[src/rtl/core/assert_macros.svh]
// Assertion macros shared by the walking pattern step RTL.
// No dependencies; included by modules that carry assertions.
`ifndef ASSERT_MACROS_SVH
`define ASSERT_MACROS_SVH
`ifndef SYNTH
// Property checked on every clock edge outside reset
`define ASSERT_AT(label, clk, rst_n, prop) \
  label: assert property (@(posedge clk) disable iff (!rst_n) (prop)) \
    else $error("assertion failed");
// Antecedent implies consequent in the following cycle
`define ASSERT_NEXT(label, clk, rst_n, ante, cons) \
  label: assert property (@(posedge clk) disable iff (!rst_n) (ante) |=> (cons)) \
    else $error("assertion failed");
`else
`define ASSERT_AT(label, clk, rst_n, prop)
`define ASSERT_NEXT(label, clk, rst_n, ante, cons)
`endif
`endif

[src/rtl/core/lwps_pkg.sv]
// Package for the walking pattern step core: payload types, opcodes,
// register file map and the sequencer microprogram. No dependencies.
`timescale 1ns / 1ps
package lwps_pkg;

  localparam int unsigned MaxSamples = 64;
  localparam logic signed [31:0] QMax = 32'sh7FFF_FFFF;
  localparam logic signed [31:0] QMin = 32'sh8000_0000;
  localparam logic signed [31:0] QOne = 32'sd65536;

  typedef struct packed {
    logic signed [31:0] step_length;
    logic signed [31:0] step_width;
    logic signed [31:0] next_length;
    logic signed [31:0] next_width;
  } in_item_t;

  typedef struct packed {
    logic signed [31:0] com_x;
    logic signed [31:0] com_y;
    logic               last_sample;
    logic signed [31:0] foot_x;
    logic signed [31:0] foot_y;
    logic signed [31:0] landing_x;
    logic signed [31:0] landing_y;
  } out_item_t;

  typedef enum logic [4:0] {
    OP_ADD, OP_SUB, OP_ADDP, OP_MUL, OP_WMUL, OP_DIV, OP_HALF, OP_NEG, OP_NEGP,
    OP_PASS, OP_ONE, OP_IN, OP_BRZ, OP_LOOP, OP_EMIT, OP_STAGE, OP_LAST
  } op_e;

  typedef struct packed {
    op_e        op;
    logic [5:0] dst;
    logic [5:0] a;
    logic [5:0] b;
    logic [6:0] imm;
  } insn_t;

  typedef struct packed {
    logic start;
    op_e  op;
    logic parity;
  } alu_req_t;

  // Configuration register indexes
  localparam logic [2:0] CFG_TC = 3'd0, CFG_SC = 3'd1, CFG_SS = 3'd2, CFG_UC = 3'd3,
                         CFG_US = 3'd4, CFG_WP = 3'd5, CFG_WV = 3'd6, CFG_NS = 3'd7;

  // Register file map: configuration copies first, then state, then temporaries
  localparam logic [5:0] R_TC = 6'd0, R_SC = 6'd1, R_SS = 6'd2, R_UC = 6'd3,
                         R_US = 6'd4, R_WP = 6'd5, R_WV = 6'd6;
  localparam logic [5:0] R_SPX = 6'd7, R_SPY = 6'd8, R_SVX = 6'd9, R_SVY = 6'd10,
                         R_NFX = 6'd11, R_NFY = 6'd12, R_MFX = 6'd13, R_MFY = 6'd14;
  localparam logic [5:0] R_RX = 6'd15, R_RY = 6'd16, R_T0 = 6'd17, R_T1 = 6'd18,
                         R_T2 = 6'd19, R_TCS = 6'd20, R_SOT = 6'd21, R_XB = 6'd22,
                         R_YB = 6'd23, R_KS = 6'd24, R_CM1 = 6'd25, R_KX = 6'd26,
                         R_KY = 6'd27, R_TGX = 6'd28, R_VTX = 6'd29, R_TGY = 6'd30,
                         R_VTY = 6'd31, R_SOT2 = 6'd32, R_D = 6'd33, R_G1 = 6'd34,
                         R_G2 = 6'd35;
  localparam logic signed [31:0] StartPosYReset = 32'sd655;

  localparam logic [6:0] PC_LOOP = 7'd4;
  localparam logic [6:0] PC_POS = 7'd19;

  // Saturate a wide value to Q16.16 range
  function automatic logic signed [31:0] qsat(logic signed [63:0] v);
    if (v > 64'sh0000_0000_7FFF_FFFF) return QMax;
    if (v < -64'sh0000_0000_8000_0000) return QMin;
    return v[31:0];
  endfunction

  function automatic insn_t mk(op_e op, logic [5:0] d, logic [5:0] a, logic [5:0] b,
                               logic [6:0] imm);
    insn_t i;
    i.op = op; i.dst = d; i.a = a; i.b = b; i.imm = imm;
    return i;
  endfunction

  // Microprogram for one footstep
  function automatic insn_t prog(logic [6:0] pc);
    case (pc)
      7'd0:  return mk(OP_MUL, R_TCS, R_TC, R_SS, '0);
      7'd1:  return mk(OP_DIV, R_SOT, R_SS, R_TC, '0);
      7'd2:  return mk(OP_SUB, R_RX, R_SPX, R_MFX, '0);
      7'd3:  return mk(OP_SUB, R_RY, R_SPY, R_MFY, '0);
      // sample loop: first sample skips the recurrence
      7'd4:  return mk(OP_BRZ, '0, '0, '0, PC_POS);
      7'd5:  return mk(OP_MUL, R_T0, R_SC, R_RX, '0);
      7'd6:  return mk(OP_MUL, R_T1, R_TCS, R_SVX, '0);
      7'd7:  return mk(OP_ADD, R_T2, R_T0, R_T1, '0);
      7'd8:  return mk(OP_MUL, R_T0, R_SOT, R_RX, '0);
      7'd9:  return mk(OP_MUL, R_T1, R_SC, R_SVX, '0);
      7'd10: return mk(OP_ADD, R_SVX, R_T0, R_T1, '0);
      7'd11: return mk(OP_PASS, R_RX, R_T2, '0, '0);
      7'd12: return mk(OP_MUL, R_T0, R_SC, R_RY, '0);
      7'd13: return mk(OP_MUL, R_T1, R_TCS, R_SVY, '0);
      7'd14: return mk(OP_ADD, R_T2, R_T0, R_T1, '0);
      7'd15: return mk(OP_MUL, R_T0, R_SOT, R_RY, '0);
      7'd16: return mk(OP_MUL, R_T1, R_SC, R_SVY, '0);
      7'd17: return mk(OP_ADD, R_SVY, R_T0, R_T1, '0);
      7'd18: return mk(OP_PASS, R_RY, R_T2, '0, '0);
      7'd19: return mk(OP_ADD, R_SPX, R_RX, R_MFX, '0);
      7'd20: return mk(OP_ADD, R_SPY, R_RY, R_MFY, '0);
      7'd21: return mk(OP_EMIT, '0, R_SPX, R_SPY, '0);
      7'd22: return mk(OP_LOOP, '0, '0, '0, PC_LOOP);
      // nominal foot point and walk primitive target
      7'd23: return mk(OP_IN, R_T0, '0, '0, 7'd0);
      7'd24: return mk(OP_ADD, R_NFX, R_NFX, R_T0, '0);
      7'd25: return mk(OP_IN, R_T0, '0, '0, 7'd1);
      7'd26: return mk(OP_ADDP, R_NFY, R_NFY, R_T0, '0);
      7'd27: return mk(OP_IN, R_T0, '0, '0, 7'd2);
      7'd28: return mk(OP_HALF, R_XB, R_T0, '0, '0);
      7'd29: return mk(OP_IN, R_T0, '0, '0, 7'd3);
      7'd30: return mk(OP_HALF, R_T1, R_T0, '0, '0);
      7'd31: return mk(OP_NEGP, R_YB, R_T1, '0, '0);
      7'd32: return mk(OP_MUL, R_KS, R_TC, R_US, '0);
      7'd33: return mk(OP_ONE, R_T0, '0, '0, '0);
      7'd34: return mk(OP_ADD, R_T1, R_UC, R_T0, '0);
      7'd35: return mk(OP_DIV, R_KX, R_T1, R_KS, '0);
      7'd36: return mk(OP_SUB, R_CM1, R_UC, R_T0, '0);
      7'd37: return mk(OP_DIV, R_KY, R_CM1, R_KS, '0);
      7'd38: return mk(OP_ADD, R_TGX, R_NFX, R_XB, '0);
      7'd39: return mk(OP_MUL, R_VTX, R_KX, R_XB, '0);
      7'd40: return mk(OP_ADD, R_TGY, R_NFY, R_YB, '0);
      7'd41: return mk(OP_MUL, R_VTY, R_KY, R_YB, '0);
      // landing gains
      7'd42: return mk(OP_DIV, R_SOT2, R_US, R_TC, '0);
      7'd43: return mk(OP_MUL, R_T0, R_CM1, R_CM1, '0);
      7'd44: return mk(OP_WMUL, R_T0, R_WP, R_T0, '0);
      7'd45: return mk(OP_MUL, R_T1, R_SOT2, R_SOT2, '0);
      7'd46: return mk(OP_WMUL, R_T1, R_WV, R_T1, '0);
      7'd47: return mk(OP_ADD, R_D, R_T0, R_T1, '0);
      7'd48: return mk(OP_WMUL, R_T0, R_WP, R_CM1, '0);
      7'd49: return mk(OP_DIV, R_G1, R_T0, R_D, '0);
      7'd50: return mk(OP_WMUL, R_T0, R_WV, R_SOT2, '0);
      7'd51: return mk(OP_DIV, R_G2, R_T0, R_D, '0);
      // forward landing point
      7'd52: return mk(OP_MUL, R_T0, R_UC, R_SPX, '0);
      7'd53: return mk(OP_SUB, R_T1, R_TGX, R_T0, '0);
      7'd54: return mk(OP_MUL, R_T0, R_KS, R_SVX, '0);
      7'd55: return mk(OP_SUB, R_T1, R_T1, R_T0, '0);
      7'd56: return mk(OP_MUL, R_T0, R_SOT2, R_SPX, '0);
      7'd57: return mk(OP_SUB, R_T2, R_VTX, R_T0, '0);
      7'd58: return mk(OP_MUL, R_T0, R_UC, R_SVX, '0);
      7'd59: return mk(OP_SUB, R_T2, R_T2, R_T0, '0);
      7'd60: return mk(OP_MUL, R_T0, R_G1, R_T1, '0);
      7'd61: return mk(OP_NEG, R_T0, R_T0, '0, '0);
      7'd62: return mk(OP_MUL, R_T1, R_G2, R_T2, '0);
      7'd63: return mk(OP_SUB, R_MFX, R_T0, R_T1, '0);
      // sideways landing point
      7'd64: return mk(OP_MUL, R_T0, R_UC, R_SPY, '0);
      7'd65: return mk(OP_SUB, R_T1, R_TGY, R_T0, '0);
      7'd66: return mk(OP_MUL, R_T0, R_KS, R_SVY, '0);
      7'd67: return mk(OP_SUB, R_T1, R_T1, R_T0, '0);
      7'd68: return mk(OP_MUL, R_T0, R_SOT2, R_SPY, '0);
      7'd69: return mk(OP_SUB, R_T2, R_VTY, R_T0, '0);
      7'd70: return mk(OP_MUL, R_T0, R_UC, R_SVY, '0);
      7'd71: return mk(OP_SUB, R_T2, R_T2, R_T0, '0);
      7'd72: return mk(OP_MUL, R_T0, R_G1, R_T1, '0);
      7'd73: return mk(OP_NEG, R_T0, R_T0, '0, '0);
      7'd74: return mk(OP_MUL, R_T1, R_G2, R_T2, '0);
      7'd75: return mk(OP_SUB, R_MFY, R_T0, R_T1, '0);
      // final sample with foot and landing points
      7'd76: return mk(OP_STAGE, '0, R_NFX, R_NFY, 7'd0);
      7'd77: return mk(OP_STAGE, '0, R_MFX, R_MFY, 7'd1);
      7'd78: return mk(OP_LAST, '0, R_SPX, R_SPY, '0);
      default: return mk(OP_LAST, '0, R_SPX, R_SPY, '0);
    endcase
  endfunction

endpackage

[src/rtl/core/lwps_alu.sv]
// Shared Q16.16 arithmetic unit: saturating add/sub, multiply, weight
// multiply and a bit-serial rounding divider. Depends on lwps_pkg.
`timescale 1ns / 1ps
module lwps_alu (
  input  logic                    clk_i,
  input  logic                    rst_ni,
  input  lwps_pkg::alu_req_t      req_i,
  input  logic signed [31:0]      a_i,
  input  logic signed [31:0]      b_i,
  output logic                    done_o,
  output logic signed [31:0]      res_o
);
  import lwps_pkg::*;

  typedef enum logic [1:0] {A_IDLE, A_MUL2, A_DIV} alu_state_e;

  alu_state_e         state_q;
  logic               done_q;
  logic signed [31:0] res_q;
  logic signed [63:0] prod_q;
  logic               mulw_q;
  logic [48:0]        dv_q;
  logic [31:0]        ud_q;
  logic [31:0]        rem_q;
  logic [5:0]         cnt_q;
  logic               neg_q;

  logic signed [63:0] ax, bx;
  logic [31:0]        abs_a, abs_b;
  logic [32:0]        shifted;
  logic               qbit;
  logic [48:0]        qv;

  assign ax = 64'(a_i);
  assign bx = 64'(b_i);
  assign abs_a = a_i[31] ? 32'(-ax) : 32'(a_i);
  assign abs_b = b_i[31] ? 32'(-bx) : 32'(b_i);

  // one restoring division step
  assign shifted = {rem_q, dv_q[48]};
  assign qbit = (shifted >= {1'b0, ud_q});
  assign qv = {dv_q[47:0], qbit};

  always_ff @(posedge clk_i or negedge rst_ni) begin
    if (!rst_ni) begin
      state_q <= A_IDLE;
      done_q  <= 1'b0;
      cnt_q   <= '0;
    end else begin
      done_q <= 1'b0;
      case (state_q)
        A_IDLE: begin
          if (req_i.start) begin
            case (req_i.op)
              OP_ADD: begin res_q <= qsat(ax + bx); done_q <= 1'b1; end
              OP_SUB: begin res_q <= qsat(ax - bx); done_q <= 1'b1; end
              OP_ADDP: begin
                res_q  <= req_i.parity ? qsat(ax - bx) : qsat(ax + bx);
                done_q <= 1'b1;
              end
              OP_HALF: begin res_q <= a_i >>> 1; done_q <= 1'b1; end
              OP_NEG: begin res_q <= qsat(-ax); done_q <= 1'b1; end
              OP_NEGP: begin
                res_q  <= req_i.parity ? a_i : qsat(-ax);
                done_q <= 1'b1;
              end
              OP_MUL, OP_WMUL: begin
                prod_q  <= ax * bx;
                mulw_q  <= (req_i.op == OP_WMUL);
                state_q <= A_MUL2;
              end
              OP_DIV: begin
                if (b_i == 32'sd0) begin
                  // divide by zero saturates by numerator sign, or gives zero for a zero numerator
                  res_q  <= (a_i == 32'sd0) ? 32'sd0 : (a_i[31] ? QMin : QMax);
                  done_q <= 1'b1;
                end else begin
                  dv_q    <= {1'b0, abs_a, 16'h0000} + 49'(abs_b >> 1);
                  ud_q    <= abs_b;
                  rem_q   <= '0;
                  cnt_q   <= '0;
                  neg_q   <= a_i[31] ^ b_i[31];
                  state_q <= A_DIV;
                end
              end
              default: begin res_q <= a_i; done_q <= 1'b1; end
            endcase
          end
        end
        A_MUL2: begin
          res_q   <= mulw_q ? qsat(prod_q) : qsat((prod_q + 64'sd32768) >>> 16);
          done_q  <= 1'b1;
          state_q <= A_IDLE;
        end
        A_DIV: begin
          rem_q <= qbit ? 32'(shifted - {1'b0, ud_q}) : shifted[31:0];
          dv_q  <= qv;
          cnt_q <= cnt_q + 6'd1;
          if (cnt_q == 6'd48) begin
            // quotient complete: apply sign and saturate
            if (neg_q) begin
              res_q <= (qv > 49'h0_8000_0000) ? QMin : 32'(-qv[31:0]);
            end else begin
              res_q <= (qv > 49'h0_7FFF_FFFF) ? QMax : qv[31:0];
            end
            done_q  <= 1'b1;
            state_q <= A_IDLE;
          end
        end
        default: state_q <= A_IDLE;
      endcase
    end
  end

  assign done_o = done_q;
  assign res_o  = res_q;

endmodule

[config.mk]
export PLATFORM = sky130hd
export DESIGN_NAME = lwps_alu
export DESIGN_NICKNAME = d
export VERILOG_FILES = /design/src/rtl/core/assert_macros.svh /design/src/rtl/core/lwps_pkg.sv /design/src/rtl/core/lwps_alu.sv
export SDC_FILE = /design/constraint.sdc
export NUM_CORES = 2
export LEC_CHECK = 0
export ABC_CLOCK_PERIOD_IN_PS = 6800
export BUFFER_PORTS_ARGS = -buffer_cell sky130_fd_sc_hd__buf_2
export CAP_MARGIN = 30
export CORE_ASPECT_RATIO = 1.1
export CORE_MARGIN = 2
export CORE_UTILIZATION = 28
export CTS_CLUSTER_DIAMETER = 120
export DETAILED_ROUTE_END_ITERATION = 7
export MAX_ROUTING_LAYER = met4
export PLACE_DENSITY = 0.38
export SETUP_SLACK_MARGIN = 0.15
export SYNTH_ARGS = -nofsm -noshare
export SYNTH_HDL_FRONTEND = slang
export SYNTH_SLANG_ARGS = --single-unit
[constraint.sdc]
create_clock -name clk_i -period 6.8 [get_ports clk_i]
set_input_delay 0.34 -clock clk_i [delete_from_list [all_inputs] [get_ports clk_i]]
set_output_delay 0.34 -clock clk_i [all_outputs]
set_load 0.02 [all_outputs]
## Word level (Yosys, flattened, before mapping)

Cells that the tools add are included.

| operators by class | value |
|---|---|
| bitwise logic cells | 2 |
| reductions and logical operators | 13 |
| multiply operators | 1 |
| muxes and demuxes | 122 |
| eq/ne operators | 19 |
| magnitude comparators | 13 |
| add/subtract/negate cells | 9 |

Operators with widths:

| kind | number |
|---|---|
| $mux 32 | 43 |
| $pmux 32 s8 | 1 |
| $mux 49 | 3 |
| $gt 64x32->1 const B | 2 |
| $lt 64x32->1 const B | 2 |
| $pmux 49 s2 | 1 |
| $pmux 32 s3 | 1 |
| $gt 33x32->1 const B | 2 |
| $lt 33x32->1 const B | 2 |
| $add 64x17->64 const B | 1 |
| $logic_not 32->1 | 2 |
| $mul 32x32->64 | 1 |
| $neg 32->32 | 2 |
| $neg 32->64 | 1 |
| $pmux 32 s2 | 1 |
| $mux 1 | 61 |
| $add 48x31->49 | 1 |
| $gt 49x31->1 const B | 1 |
| $gt 49x32->1 const B | 1 |
| $gt 48x32->1 const B | 1 |
| $lt 48x32->1 const B | 1 |
| $add 32x32->33 | 1 |
| $ge 33x32->1 | 1 |
| $sub 32x32->33 | 1 |
| 29 further kinds | 45 |

| word-level totals | value |
|---|---|
| input bits | 73 |
| flip-flop bits (word level) | 220 |
| logic and storage cells | 189 |
| output and inout bits | 33 |

## Longest topological paths before layout

| depth | value |
|---|---|
| word-level depth | 16 |
| gate-level depth with buffers | 34 |

## Least setup slack after synthesis

Ideal clock, no wire load.

| timing | value |
|---|---|
| path kind | input -> register |
| start point | in a_i[31] |
| end point | reg prod_q[63], data pin |
| path buffers | 4 |
| arrival | 9.079 ns |
| stages | 30 |
| required time | 6.540 ns |
| slack | -2.539 ns |
| cell sequence | inv_1 clkbuf_1 buf_1 clkbuf_1 nor2_1 fa_1 inv_1 fa_1 inv_1 fa_1 inv_1 fa_1 inv_1 fa_1 fa_1 fa_1 inv_1 fa_1 inv_1 ha_1 clkbuf_1 and3_1 nand4_1 or4b_2 o21ai_0 o221ai_1 o41ai_1 a21o_1 a21oi_1 xnor2_1 |

| on the way | value |
|---|---|
| longest elaborated chain between the ends | 1 |

Ends and longest elaborated chain:

| element | RTL line | source |
|---|---|---|
| from (decl) | lwps_alu.sv:8 | `input logic signed [31:0] a_i,` |
| $mul 32x32->64 | lwps_alu.sv:68 | `prod_q <= ax * bx;` |
| to (signal assigned) | lwps_alu.sv:68 |  |
| to (decl) | lwps_alu.sv:20 | `logic signed [63:0] prod_q;` |

No other way between the ends.
A chain may end at the register's enable or synchronous reset.

## Worst setup path in the final report

| timing | value |
|---|---|
| start point | in b_i[3] |
| end point | reg prod_q[57], data pin |

| on the way | value |
|---|---|
| longest elaborated chain between the ends | 1 |

Ends and longest elaborated chain:

| element | RTL line | source |
|---|---|---|
| from (decl) | lwps_alu.sv:9 | `input logic signed [31:0] b_i,` |
| $mul 32x32->64 | lwps_alu.sv:68 |  |

No other way between the ends.

==> impl_metrics.env <==
export IMPL_status="finished with violations"
export IMPL_violations="setup timing"
export IMPL_rsz0062_at_grt="yes"
export IMPL_grt_pass1_vias=53150
export IMPL_numPortBuffers=105
export IMPL_reg2reg_depth=18
export IMPL_grt_overflow_total=0
export IMPL_critPathMaxStageDelay_ps=580
export IMPL_std_cell_rows=174
export IMPL_die_y_um=480.4
export IMPL_vias=49600
export IMPL_syn_to_final_growth_pct=25.03
export IMPL_maxSlewHeadroom_pct=27.70
export IMPL_synth_top_cell_by_area="fa_1"
export IMPL_yosysWarnings=0
export IMPL_tightest_slew_ps=1075
export IMPL_drt_iter0_drc=2891
export IMPL_synthFlopType="edfxtp_1"
export IMPL_r2r_end="res_o[29]"
export IMPL_hold_ws_ps=70.81
export IMPL_die_area_um2=210000
export IMPL_die_w_um=437.1
export IMPL_reg2reg_slack_ps=970
export IMPL_slew_viol_final=0
export IMPL_drc=0
export IMPL_cp_max_fo=7
export IMPL_drt_wirelength_per_cell_um=26.58
export IMPL_antenna_found_initial=21
export IMPL_grt_util_met1_pct=31.00
export IMPL_critPathLaunchType="input port"
export IMPL_start_util_pct=28.23
export IMPL_yosysTopAreaCellShare_pct=37.64
export IMPL_synthesis_area_um2=57760
export IMPL_cpMostUsedCell="fa_1"
export IMPL_track_usage_pct=26.02
export IMPL_grt_pass1_wl_um=385100
export IMPL_syn_area_per_cell_um2=8.685
export IMPL_required_ps=7160
export IMPL_synth_ff_latch_count=220
export IMPL_final_setup_worst_slack_ps=-518.4
export IMPL_drt_first_pass_iters=7
export IMPL_cts_buffer_depth=3
export IMPL_cts_max_level=1
export IMPL_timing_final_crit_share_pct=107.6
export IMPL_ys_seq_area_share_pct=11.36
export IMPL_synth_common_cells="inv_1 (1314), fa_1 (1086), nand2_1 (751)"
export IMPL_regToRegStartpoint="rem_q[10]"
export IMPL_path_clk_slew_ps=70
export IMPL_grt_max_degree=70
export IMPL_drive_gt1_share_pct=21.25
export IMPL_crit_type="in2reg"
export IMPL_insertion_delay_ps=610
export IMPL_grt_util_met3_pct=1.634
export IMPL_dp_hpwl_um=224700
export IMPL_hold_viol_final=0
export IMPL_crit_path_end_kind="flop"
export IMPL_cts_tree="built"
export IMPL_ys_top_cells_by_area="fa_1 (38%), edfxtp_1 (11%), inv_1 (8.5%), ha_1 (6.7%), nand2_1 (4.9%)"
export IMPL_gr_max_usage_layer="met2"
export IMPL_core_area_um2=204600
export IMPL_synth_edff_count=211
export IMPL_gp_congestion=0.9663
export IMPL_fin_crit_ps=7318
export IMPL_async_reset_ff_share_pct=4.091
export IMPL_syn_inst=6651
export IMPL_path_buf_inv=11
export IMPL_nets=8791
export IMPL_path_delay_family="adder cells"
export IMPL_vias_per_cell=4.920
export IMPL_arrival_ps=7680
export IMPL_cts_buffers=27
export IMPL_finalSetupViolations=24
export IMPL_cts_sinks=220
export IMPL_syn_nets=8121
export IMPL_ys_types=116
export IMPL_fin_skew_ps=26.69
export IMPL_hold_path_class="in2reg"
export IMPL_drt_wl_total_um=267900
export IMPL_hold_depth=3
export IMPL_post_synth_top_count_cell="inv_1"
export IMPL_whs_endpoint="done_o"
export IMPL_preCtsSetupSlack_ps=-1700
export IMPL_hp_start="req_i[6]"
export IMPL_clock_root_buffer="clkbuf_16"
export IMPL_crit_slowest_cell="fa_2"
export IMPL_ant_nets=0
export IMPL_max_freq_mhz=136.6
export IMPL_ios=106
export IMPL_grt_use_met2_pct=46.18
export IMPL_max_cap_violations=0
==> final cells by class <==
type	instances	area (µm²)
Multi-Input combinational cell	4727	46550
Fill cell	21460	132400
Timing Repair Buffer	1012	9599
Clock buffer	29	693.2
Tap cell	2728	3413
Sequential cell	220	6561
Antenna cell	10	25.02
Clock inverter	21	296.5
Inverter	1332	5070
Timing Repair inverter	1	16.27
==> worst reg2reg max path, stage by stage (launching register included) <==
cell and delay, ps:
edfxtp_1 400, ha_1 390, nand4_1 170, nor2_1 470
o211ai_1 170, o21ai_1 670, a31oi_1 290, o41ai_4 590
ha_1 270, nand4b_1 120, nor4_1 70, nand3_1 110
o21ai_0 110, o21ai_0 140, o21ai_0 200, nor2_1 430
nor2_1 100, o21ai_0 430, o221ai_1 370
==> per-layer routing <==
layer	vias up	wire length, µm
met5	-	0
met4	0	12830
met3	353	8602
met1	25690	109200
li1	22320	-
met2	1235	137200
==> placed cells by master (no fill, tap or decap), types with 31 or more instances in the layout <==
| cell type | count |
|---|---|
| a21o_1 | 90 |
| a21oi_1 | 266 |
| a31oi_1 | 39 |
| and2_1 | 314 |
| buf_12 | 108 |
| buf_2 | 66 |
| buf_4 | 706 |
| buf_6 | 96 |
| clkbuf_16 | 32 |
| edfxtp_1 | 211 |
| fa_1 | 1031 |
| fa_2 | 55 |
| ha_1 | 253 |
| ha_4 | 51 |
| inv_1 | 1224 |
| inv_2 | 83 |
| nand2_1 | 730 |
| nand2b_1 | 33 |
| nand3_1 | 83 |
| nand4_1 | 60 |
| nor2_1 | 398 |
| nor3_1 | 78 |
| nor4_1 | 31 |
| o21ai_0 | 217 |
| or3_1 | 36 |
| xnor2_1 | 173 |
| xor2_1 | 82 |
==> cells by family after synthesis <==
family	count (synthesis)	share of synthesized area, %
AO/OA/AOI/OAI	1037	11.82
XOR/XNOR	265	4.018
adder cells (fa/ha/maj)	1397	44.37
buffers and inverters	1704	11.26
flip-flops	220	11.36
multiplexers	40	0.7603
AND/OR/NAND/NOR	1988	16.41
==> registers in the layout, indices dropped and copies added, names as in the netlist <==
signal	flops
mulw_q	1
dv_q	49
res_o	32
cnt_q	6
rem_q	32
state_q	2
ud_q	32
neg_q	1
done_o	1
prod_q	64
==> timing repair <==
item / in CTS / in global routing
endpoints found under the setup margin: 43 / 40
setup buffers: 64 / 51
resized for setup: 335 / 230
hold buffers: 1 / 0
endpoints found under the hold margin: 9 / 0
gates cloned: 8 / 5
pin swaps: 199 / 257
==> how the worst max path moves through the flow <==
stage                     startpoint          to  slack (ps)  depth (start not counted)
after floorplan              a_i[31]  prod_q[63]       -1390                         31
final                         b_i[3]  prod_q[57]        -520                         30
after global routing          b_i[9]  prod_q[63]        -700                         30
after detailed placement     b_i[31]  prod_q[63]       -1700                         25
after CTS                     b_i[3]  prod_q[62]        -500                         32
after global placement       a_i[25]  prod_q[62]       -1670                         26
==> stage by stage <==
stage	instances	TNS (ps)	utilization (%)	instance area (µm²)
floorplan	6651	-19320	-	59190
global placement	9890	-49330	33.12	67790
detailed placement	9892	-50550	33.14	67810
CTS	10020	-6979	34.62	70850
global route	10080	-12990	35.29	72210
finish	10080	-8728	35.29	72220
Power is left out: the tool's default activity adds up to more than one toggle a clock period on the data nets, which glitch-free logic cannot reach.
